**config.mk**
```make
export PLATFORM = sky130hd
export DESIGN_NAME = serial_read_timeout_controller
export DESIGN_NICKNAME = d
export VERILOG_FILES = /design/src/sv/srtc_pkg.sv /design/src/sv/srtc_limit.sv /design/src/sv/srtc_ctrl.sv /design/src/sv/serial_read_timeout_controller.sv
export SDC_FILE = /design/constraint.sdc
export NUM_CORES = 2
export LEC_CHECK = 0
export ABC_AREA = 1
export BUFFER_PORTS_ARGS = -buffer_cell sky130_fd_sc_hd__buf_2
export CAP_MARGIN = 25
export CORE_MARGIN = 3
export CORE_UTILIZATION = 56
export CTS_CLUSTER_SIZE = 25
export DETAILED_ROUTE_END_ITERATION = 12
export PLACE_DENSITY = 0.7
export SLEW_MARGIN = 20
export SYNTH_ARGS = -nofsm -noshare
export SYNTH_HDL_FRONTEND = slang
export SYNTH_SLANG_ARGS = --single-unit
```
**constraint.sdc**
```tcl
create_clock -name clk -period 7.5 [get_ports clk]
set_input_delay 0.75 -clock clk [delete_from_list [all_inputs] [get_ports clk]]
set_output_delay 0.75 -clock clk [all_outputs]
set_load 0.05 [all_outputs]
```
**src/sv/srtc_pkg.sv**
```systemverilog
// Shared types, codes and constants of the serial read timeout controller.
// No dependencies.
package srtc_pkg;

  localparam int unsigned WORD_W           = 32;
  localparam int unsigned LENGTH_WIDTH_DEF = 16;
  localparam logic [WORD_W-1:0] ALL_ONES   = {WORD_W{1'b1}};

  typedef enum logic [1:0] {
    OP_START  = 2'd0,
    OP_ARRIVE = 2'd1,
    OP_TICK   = 2'd2,
    OP_ABORT  = 2'd3
  } op_t;

  typedef enum logic [2:0] {
    ST_PENDING  = 3'd0,
    ST_DONE     = 3'd1,
    ST_TIMEOUT  = 3'd2,
    ST_CANCEL   = 3'd3,
    ST_NOACCESS = 3'd4,
    ST_BADLEN   = 3'd5
  } status_t;

  typedef enum logic [3:0] {
    MODE_FOREVER  = 4'b0001,
    MODE_INTERVAL = 4'b0010,
    MODE_ANYBYTE  = 4'b0100,
    MODE_GENERAL  = 4'b1000
  } mode_t;

  typedef enum logic [1:0] {
    CFG_READ_ALLOWED     = 2'd0,
    CFG_INTERVAL_TIMEOUT = 2'd1,
    CFG_TOTAL_MULTIPLIER = 2'd2,
    CFG_TOTAL_CONSTANT   = 2'd3
  } cfg_idx_t;

  typedef struct packed {
    logic              read_allowed;
    logic [WORD_W-1:0] interval_timeout;
    logic [WORD_W-1:0] total_multiplier;
    logic [WORD_W-1:0] total_constant;
  } cfg_t;

endpackage

```
**src/sv/srtc_limit.sv**
```systemverilog
// Saturating total read limit: constant + multiplier * length.
// Depends on srtc_pkg.
module srtc_limit import srtc_pkg::*; #(
  parameter int unsigned LENGTH_WIDTH = LENGTH_WIDTH_DEF
) (
  input  cfg_t                    cfg,
  input  logic [LENGTH_WIDTH-1:0] len,
  output logic [WORD_W-1:0]       lim
);

  localparam int unsigned PW = WORD_W + LENGTH_WIDTH;

  logic [PW-1:0] prod;
  logic [PW:0]   sum;

  assign prod = PW'(cfg.total_multiplier) * PW'(len);
  assign sum  = {1'b0, prod} + (PW + 1)'(cfg.total_constant);

  // all-ones multiplier means no limit at all
  always_comb begin
    if (cfg.total_multiplier == ALL_ONES) begin
      lim = ALL_ONES;
    end else if (sum[PW:WORD_W] != '0) begin
      lim = ALL_ONES;
    end else begin
      lim = sum[WORD_W-1:0];
    end
  end

endmodule

```
**src/sv/srtc_ctrl.sv**
```systemverilog
// Read request state and per-item event handling (start, arrival, tick, abort).
// Depends on srtc_pkg; total limit comes from srtc_limit.
module srtc_ctrl import srtc_pkg::*; #(
  parameter int unsigned LENGTH_WIDTH = LENGTH_WIDTH_DEF
) (
  input  logic                    clk,
  input  logic                    rst_n,
  input  logic                    go,
  input  op_t                     op,
  input  logic [LENGTH_WIDTH-1:0] len,
  input  logic [LENGTH_WIDTH-1:0] cnt,
  input  cfg_t                    cfg,
  input  logic [WORD_W-1:0]       lim,
  output status_t                 res_status,
  output logic [LENGTH_WIDTH-1:0] res_bytes,
  output logic [WORD_W-1:0]       res_limit
);

  logic                    busy_r, busy_nxt;
  logic [LENGTH_WIDTH-1:0] requested_r, requested_nxt;
  logic [LENGTH_WIDTH-1:0] delivered_r, delivered_nxt;
  logic [WORD_W-1:0]       elapsed_r, elapsed_nxt;
  logic [WORD_W-1:0]       idle_r, idle_nxt;
  logic [WORD_W-1:0]       limit_r, limit_nxt;
  logic [WORD_W-1:0]       wait_r, wait_nxt;
  mode_t                   mode_r, mode_nxt;

  logic [LENGTH_WIDTH-1:0] room, add, start_del;
  logic [WORD_W-1:0]       elapsed_inc, idle_inc;
  logic                    lim_zero, any_byte, tmo;
  status_t                 st;

  assign room        = requested_r - delivered_r;
  assign add         = (cnt < room) ? cnt : room;
  assign start_del   = (cnt < len) ? cnt : len;
  assign elapsed_inc = (elapsed_r == ALL_ONES) ? elapsed_r : elapsed_r + WORD_W'(1);
  assign idle_inc    = (idle_r == ALL_ONES) ? idle_r : idle_r + WORD_W'(1);

  // length is non-zero on a real start, so a zero limit needs both terms zero
  assign lim_zero = (cfg.total_multiplier == '0) && (cfg.total_constant == '0);
  assign any_byte = (cfg.interval_timeout == ALL_ONES) && (cfg.total_multiplier == ALL_ONES)
                    && (cfg.total_constant != '0) && (cfg.total_constant != ALL_ONES);

  // timeout check on the post-tick counters
  always_comb begin
    case (mode_r)
      MODE_INTERVAL: tmo = (delivered_r != '0) && (idle_inc >= wait_r);
      MODE_ANYBYTE:  tmo = (idle_inc >= wait_r);
      MODE_GENERAL:  tmo = ((limit_r != ALL_ONES) && (elapsed_inc >= limit_r))
                           || ((delivered_r != '0) && (wait_r != '0)
                               && (wait_r != ALL_ONES) && (idle_inc >= wait_r));
      default:       tmo = 1'b0;
    endcase
  end

  always_comb begin
    busy_nxt      = busy_r;
    requested_nxt = requested_r;
    delivered_nxt = delivered_r;
    elapsed_nxt   = elapsed_r;
    idle_nxt      = idle_r;
    limit_nxt     = limit_r;
    wait_nxt      = wait_r;
    mode_nxt      = mode_r;
    st            = ST_PENDING;
    res_bytes     = delivered_r;
    res_limit     = limit_r;

    case (op)
      OP_START: begin
        if (len == '0) begin
          st        = ST_BADLEN;
          res_bytes = '0;
          res_limit = '0;
        end else if (!cfg.read_allowed) begin
          st        = ST_NOACCESS;
          res_bytes = '0;
          res_limit = lim;
        end else begin
          requested_nxt = len;
          delivered_nxt = start_del;
          elapsed_nxt   = '0;
          idle_nxt      = '0;
          limit_nxt     = lim;
          wait_nxt      = cfg.interval_timeout;
          if (lim_zero) begin
            mode_nxt = (cfg.interval_timeout == '0) ? MODE_FOREVER : MODE_INTERVAL;
          end else if (any_byte) begin
            mode_nxt = MODE_ANYBYTE;
            wait_nxt = cfg.total_constant;
          end else begin
            mode_nxt = MODE_GENERAL;
          end
          if (lim_zero && (cfg.interval_timeout == ALL_ONES)) begin
            st = ST_DONE;
          end else if (start_del == len) begin
            st = ST_DONE;
          end else if ((mode_nxt == MODE_ANYBYTE) && (start_del != '0)) begin
            st = ST_DONE;
          end
          busy_nxt  = (st == ST_PENDING);
          res_bytes = start_del;
          res_limit = lim;
        end
      end
      OP_ARRIVE: begin
        if (busy_r) begin
          delivered_nxt = delivered_r + add;
          idle_nxt      = '0;
          if ((delivered_nxt == requested_r)
              || ((mode_r == MODE_ANYBYTE) && (delivered_nxt != '0))) begin
            st = ST_DONE;
          end
          busy_nxt  = (st == ST_PENDING);
          res_bytes = delivered_nxt;
        end
      end
      OP_TICK: begin
        if (busy_r) begin
          elapsed_nxt = elapsed_inc;
          idle_nxt    = idle_inc;
          if (tmo) begin
            st = ST_TIMEOUT;
          end
          busy_nxt = !tmo;
        end
      end
      OP_ABORT: begin
        if (busy_r) begin
          st       = ST_CANCEL;
          busy_nxt = 1'b0;
        end
      end
      default: begin
        st = ST_PENDING;
      end
    endcase
  end

  assign res_status = st;

  always_ff @(posedge clk) begin
    if (!rst_n) begin
      busy_r      <= 1'b0;
      requested_r <= '0;
      delivered_r <= '0;
      elapsed_r   <= '0;
      idle_r      <= '0;
      limit_r     <= '0;
      wait_r      <= '0;
      mode_r      <= MODE_FOREVER;
    end else if (go) begin
      busy_r      <= busy_nxt;
      requested_r <= requested_nxt;
      delivered_r <= delivered_nxt;
      elapsed_r   <= elapsed_nxt;
      idle_r      <= idle_nxt;
      limit_r     <= limit_nxt;
      wait_r      <= wait_nxt;
      mode_r      <= mode_nxt;
    end
  end

`ifndef SYNTHESIS
  // a final answer always closes the read; rejected starts leave busy as it was
  a_final_clears_busy: assert property (@(posedge clk) disable iff (!rst_n)
    go && (st != ST_PENDING) && (st != ST_BADLEN) && (st != ST_NOACCESS) |=> !busy_r)
    else $error("read still busy after final status");

  // delivered count never passes the request while a read is open
  a_deliv_capped: assert property (@(posedge clk) disable iff (!rst_n)
    busy_r |-> (delivered_r <= requested_r))
    else $error("delivered exceeds requested");

  // rejected starts leave the open read alone
  a_reject_keeps_state: assert property (@(posedge clk) disable iff (!rst_n)
    go && (op == OP_START) && ((len == '0) || !cfg.read_allowed)
    |=> $stable(busy_r) && $stable(requested_r) && $stable(delivered_r))
    else $error("rejected start changed read state");
`endif

endmodule

```
**src/sv/serial_read_timeout_controller.sv**
```systemverilog
// Serial read timeout controller: an accepted input item waits in the input register, then
// the event logic writes its result into the result register once that register is free or
// being emptied.
// Throughput one item per cycle; a stalled result holds the input only once both stages are full.
// The limit path (32 x length multiply, add, saturate) sets the cycle time.
// Synchronous active-low reset: no read pending, counters and limit zero, registers at defaults.
module serial_read_timeout_controller import srtc_pkg::*; #(
  parameter int unsigned LENGTH_WIDTH = LENGTH_WIDTH_DEF
) (
  input  logic                    clk,
  input  logic                    rst_n,
  // configuration writes
  input  logic                    cfg_we,
  input  logic [1:0]              cfg_index,
  input  logic [WORD_W-1:0]       cfg_wdata,
  // input items
  input  logic                    in_valid,
  output logic                    in_ready,
  input  logic [1:0]              in_op,
  input  logic [LENGTH_WIDTH-1:0] in_read_length,
  input  logic [LENGTH_WIDTH-1:0] in_byte_count,
  // result items
  output logic                    out_valid,
  input  logic                    out_ready,
  output logic [2:0]              out_status,
  output logic [LENGTH_WIDTH-1:0] out_bytes_done,
  output logic [WORD_W-1:0]       out_total_limit
);

  // Configuration registers; only sampled when a start item is processed.
  cfg_t cfg_r;

  always_ff @(posedge clk) begin
    if (!rst_n) begin
      cfg_r.read_allowed     <= 1'b1;
      cfg_r.interval_timeout <= '0;
      cfg_r.total_multiplier <= '0;
      cfg_r.total_constant   <= '0;
    end else if (cfg_we) begin
      case (cfg_idx_t'(cfg_index))
        CFG_READ_ALLOWED:     cfg_r.read_allowed     <= cfg_wdata[0];
        CFG_INTERVAL_TIMEOUT: cfg_r.interval_timeout <= cfg_wdata;
        CFG_TOTAL_MULTIPLIER: cfg_r.total_multiplier <= cfg_wdata;
        CFG_TOTAL_CONSTANT:   cfg_r.total_constant   <= cfg_wdata;
        default:              cfg_r                  <= cfg_r;
      endcase
    end
  end

  // Input register stage. The stage advances whenever the result register is
  // free or being emptied this cycle, so in_ready does not wait on a stall
  // unless both stages are full.
  logic                    s1_valid_r;
  op_t                     s1_op_r;
  logic [LENGTH_WIDTH-1:0] s1_len_r;
  logic [LENGTH_WIDTH-1:0] s1_cnt_r;
  logic                    adv;

  assign adv      = s1_valid_r && (!out_valid || out_ready);
  assign in_ready = !s1_valid_r || adv;

  always_ff @(posedge clk) begin
    if (!rst_n) begin
      s1_valid_r <= 1'b0;
    end else if (in_valid && in_ready) begin
      s1_valid_r <= 1'b1;
    end else if (adv) begin
      s1_valid_r <= 1'b0;
    end
  end

  // payload, no reset needed
  always_ff @(posedge clk) begin
    if (in_valid && in_ready) begin
      s1_op_r  <= op_t'(in_op);
      s1_len_r <= in_read_length;
      s1_cnt_r <= in_byte_count;
    end
  end

  // Total limit for the length held in the input stage.
  logic [WORD_W-1:0] lim;

  srtc_limit #(
    .LENGTH_WIDTH (LENGTH_WIDTH)
  ) u_limit (
    .cfg (cfg_r),
    .len (s1_len_r),
    .lim (lim)
  );

  // Event handling and read state; state commits when the item advances.
  status_t                 res_status;
  logic [LENGTH_WIDTH-1:0] res_bytes;
  logic [WORD_W-1:0]       res_limit;

  srtc_ctrl #(
    .LENGTH_WIDTH (LENGTH_WIDTH)
  ) u_ctrl (
    .clk        (clk),
    .rst_n      (rst_n),
    .go         (adv),
    .op         (s1_op_r),
    .len        (s1_len_r),
    .cnt        (s1_cnt_r),
    .cfg        (cfg_r),
    .lim        (lim),
    .res_status (res_status),
    .res_bytes  (res_bytes),
    .res_limit  (res_limit)
  );

  // Result register: one result item per input item.
  logic                    out_valid_r;
  logic [2:0]              out_status_r;
  logic [LENGTH_WIDTH-1:0] out_bytes_r;
  logic [WORD_W-1:0]       out_limit_r;

  always_ff @(posedge clk) begin
    if (!rst_n) begin
      out_valid_r <= 1'b0;
    end else if (adv) begin
      out_valid_r <= 1'b1;
    end else if (out_ready) begin
      out_valid_r <= 1'b0;
    end
  end

  always_ff @(posedge clk) begin
    if (adv) begin
      out_status_r <= res_status;
      out_bytes_r  <= res_bytes;
      out_limit_r  <= res_limit;
    end
  end

  assign out_valid       = out_valid_r;
  assign out_status      = out_status_r;
  assign out_bytes_done  = out_bytes_r;
  assign out_total_limit = out_limit_r;

endmodule
```
==> reports/results.ini <==
[outcome]
status=finished clean

[cts]
cts_tree=yes
clk_latency_ns=0.58
h-tree-depth=2
root_buffer=clkbuf_16
cts.path.max_buffers=3
hold_buffers=0
clk_pin_slew_ns=0.07
cts_buffers=41
cts.sinks=349

[sta]
setup_violations=0
finalHoldViolations=0
rsz0062_at_grt=false
drv_slew=0
worst_clock_skew_ns=0.0262
timing.fmax_ghz=0.138
min_period_ns=7.27
post-route-period-util_pct=96.9
max_slew_margin_pct=34.2
max_slew.worst_pin.slew_ns=0.987
setup_tns_ns=0

[floorplan]
die_w_um=272
initial_utilization_pct=56.6
io_pins=126
design.core.area_um2=70100
die-area_um2=74200
die_h_um=272
num_rows=97

[route]
vias=36100
first_pass_iters=9
first_iter_violations=3349
routedWlPerCell_um=19.5
ant_nets=0
routed_wl_um=127000
viasPerCell=5.55
drc_errors=0

[critical_path]
critPathMaxFanout=16
worstPathArrival_ns=7.58
worst-r2r-cell-count=25
path_class=reg2reg
start_kind=flop
worst-endpoint-required_ns=7.81
crit_path_end_kind=flop

[synth]
yosys_warnings=0
synth_enable_flop_cells=85
syn_area_um2=39700
synth_area_leader_cell=fa_1
synthFlopType=dfxtp_1
synth_nets=6270
synthDominantCellAreaShare_pct=22.8
syn_inst=5487
synthTopCellsByArea=fa_1 23%, dfxtp_1 13%, nand2_1 12%
synth_cell_types=58
yosysSeqAreaShare_pct=19.7
synth-seq-cells=349
avgSynthCellArea_um2=7.24
async_reset_ff_share_pct=0

[cells_and_area]
regArea_um2=7850
n_fill_cell=6623
stdcell_area_um2=43000
nets=6317
multi_input_area_um2=26300
synthToLayoutAreaGrowth_pct=8.33
drive_gt1_share_pct=7.55

[run]
drv_cap=0

[pwr]
vdd.ir_drop.worst_uv=229
power_density_nw_per_um2=195
leakagePower_uw=0.0217

[place]
hpwl_um=101000
place_congestion=0.988
dpl_cell_area_um2=41700
numPortBuffers=125

[global_route]
antenna_found_initial=6
grt_pass1_vias=34900
grt_pass1_wl_um=196000
grt_max_degree=99
track_usage_pct=34.1
overflow=0

[min_path]
hp-class=in2reg
min_delay_path_depth=1

-- registers in the layout, summed over array words and instances (netlist names), 2 cells and up --
name                flops
u_ctrl.requested_r     16
u_ctrl.wait_r          32
s1_cnt_r               16
u_ctrl.mode_r           4
out_bytes_done         16
s1_op_r                 2
s1_len_r               16
u_ctrl.idle_r          32
out_total_limit        32
u_ctrl.limit_r         32
u_ctrl.elapsed_r       32
out_status              3
cfg_r                  97
u_ctrl.delivered_r     16
-- critical path, cell delays in order (launching register included) --
cell     delay [ns]
dfxtp_1        0.83
nand2_1        0.14
inv_1          0.11
fa_1           0.41
inv_1          0.10
fa_1           0.44
fa_1           0.52
inv_1          0.06
fa_1           0.51
fa_1           0.58
inv_1          0.06
fa_1           0.49
inv_1          0.05
ha_1           0.36
a21oi_1        0.28
o21ai_0        0.29
a21oi_1        0.22
o21ai_2        0.14
nand2_1        0.08
nand2_1        0.12
a21oi_2        0.28
xor2_4         0.35
buf_4          0.28
nand4_2        0.13
nand2_1        0.08
o21ai_1        0.07
-- path summary, 6_finish.rpt --
check / start / endpoint / slack, ns
max reg2reg: cfg_r[41] / out_total_limit[6] / 0.23
max: cfg_r[41] / out_total_limit[6] / 0.23
min: in_byte_count[2] / s1_cnt_r[2] / 0.36
min reg2reg: u_ctrl.mode_r[1] / u_ctrl.mode_r[1] / 0.49
-- area by class of cell --
| type | instances | area share (%) |
|---|---|---|
| Antenna cell | 3 | 0.0174 |
| Timing Repair Buffer | 254 | 4.26 |
| Sequential cell | 349 | 18.2 |
| Clock buffer | 52 | 2.65 |
| Inverter | 1222 | 10.7 |
| Tap cell | 940 | 2.73 |
| Clock inverter | 23 | 0.343 |
| Multi-Input combinational cell | 3666 | 61.1 |
-- layout by cell type, fill, tap and decap left out, drive strengths merged, types with 4 or more instances in the layout --
| cell | synthesis | final |
|---|---|---|
| a21boi | 5 | 5 |
| a21oi | 322 | 322 |
| a22oi | 10 | 10 |
| a31oi | 17 | 17 |
| and3 | 4 | 4 |
| buf | 94 | 254 |
| clkbuf | 156 | 52 |
| clkinv | 0 | 13 |
| clkinvlp | 0 | 6 |
| dfxtp | 264 | 264 |
| edfxtp | 85 | 85 |
| fa | 453 | 453 |
| ha | 257 | 257 |
| inv | 1222 | 1226 |
| nand2 | 1238 | 1238 |
| nand3 | 129 | 129 |
| nand3b | 9 | 9 |
| nand4 | 143 | 143 |
| nor2 | 445 | 445 |
| nor3 | 49 | 49 |
| nor4 | 63 | 63 |
| o211ai | 50 | 50 |
| o21a | 8 | 8 |
| o21ai | 330 | 330 |
| o21bai | 7 | 7 |
| o22ai | 10 | 10 |
| o31ai | 4 | 4 |
| or2 | 7 | 7 |
| xnor2 | 34 | 34 |
| xor2 | 53 | 53 |
-- synthesized netlist by cell type (all sizes together), types with 17 or more instances --
cell    count
o21ai     330
o211ai     50
xor2       53
a31oi      17
nor3       49
buf        94
inv      1222
nand4     143
nor2      445
fa        453
nand2    1238
ha        257
xnor2      34
a21oi     322
dfxtp     264
nor4       63
nand3     129
clkbuf    156
edfxtp     85
-- where the power goes --
group	leakage [uW]	internal (uW)	switching, uW
Sequential	0.00297	2010	97.5
Combinational	0.0181	1390	2940
Clock	0.000620	1080	881
Total	0.0217	4490	3910
-- logic make-up (layout without fill, tap and decap cells) --
logic type | after synthesis | in the layout | share of synthesized area, %
mux | 2 | 2 | 0.0504
xor+xnor | 87 | 87 | 1.92
compound gates | 774 | 774 | 10.6
simple gates | 2093 | 2093 | 22.5
fa+ha+maj | 710 | 710 | 30.9
buf+inv | 1472 | 1551 | 14.2
flops | 349 | 349 | 19.7
other cells | 0 | 3 | 0
-- per-stage QoR --
stage	worst slack [ns]	util [%]	hold slack, ns	total power, uW	cells
after floorplan	1.24	-	0.457	4820	5487
after global placement	0.146	59.3	0.471	6360	6426
after detailed placement	0.129	59.4	0.480	6380	6427
after CTS	0.152	61.2	0.336	8360	6502
after global routing	0.000716	61.3	0.339	8950	6506
final	0.229	61.4	0.362	8400	6509
-- what timing repair did --
item / CTS / global route
setup endpoints to repair: 0 / 35
gates resized for setup: 0 / 12
endpoints found under the hold margin: 0 / 0
buffers inserted: 0 / 2
-- layer usage --
layer,up-vias,track usage [%],wire (um)
li1,17100,-,-
met1,17100,46.4,52200
met2,1639,54.2,56900
met3,282,6.50,12300
met4,6,12.6,5320
met5,-,0,36
No activity file was read; power rests on OpenSTA's default activity.
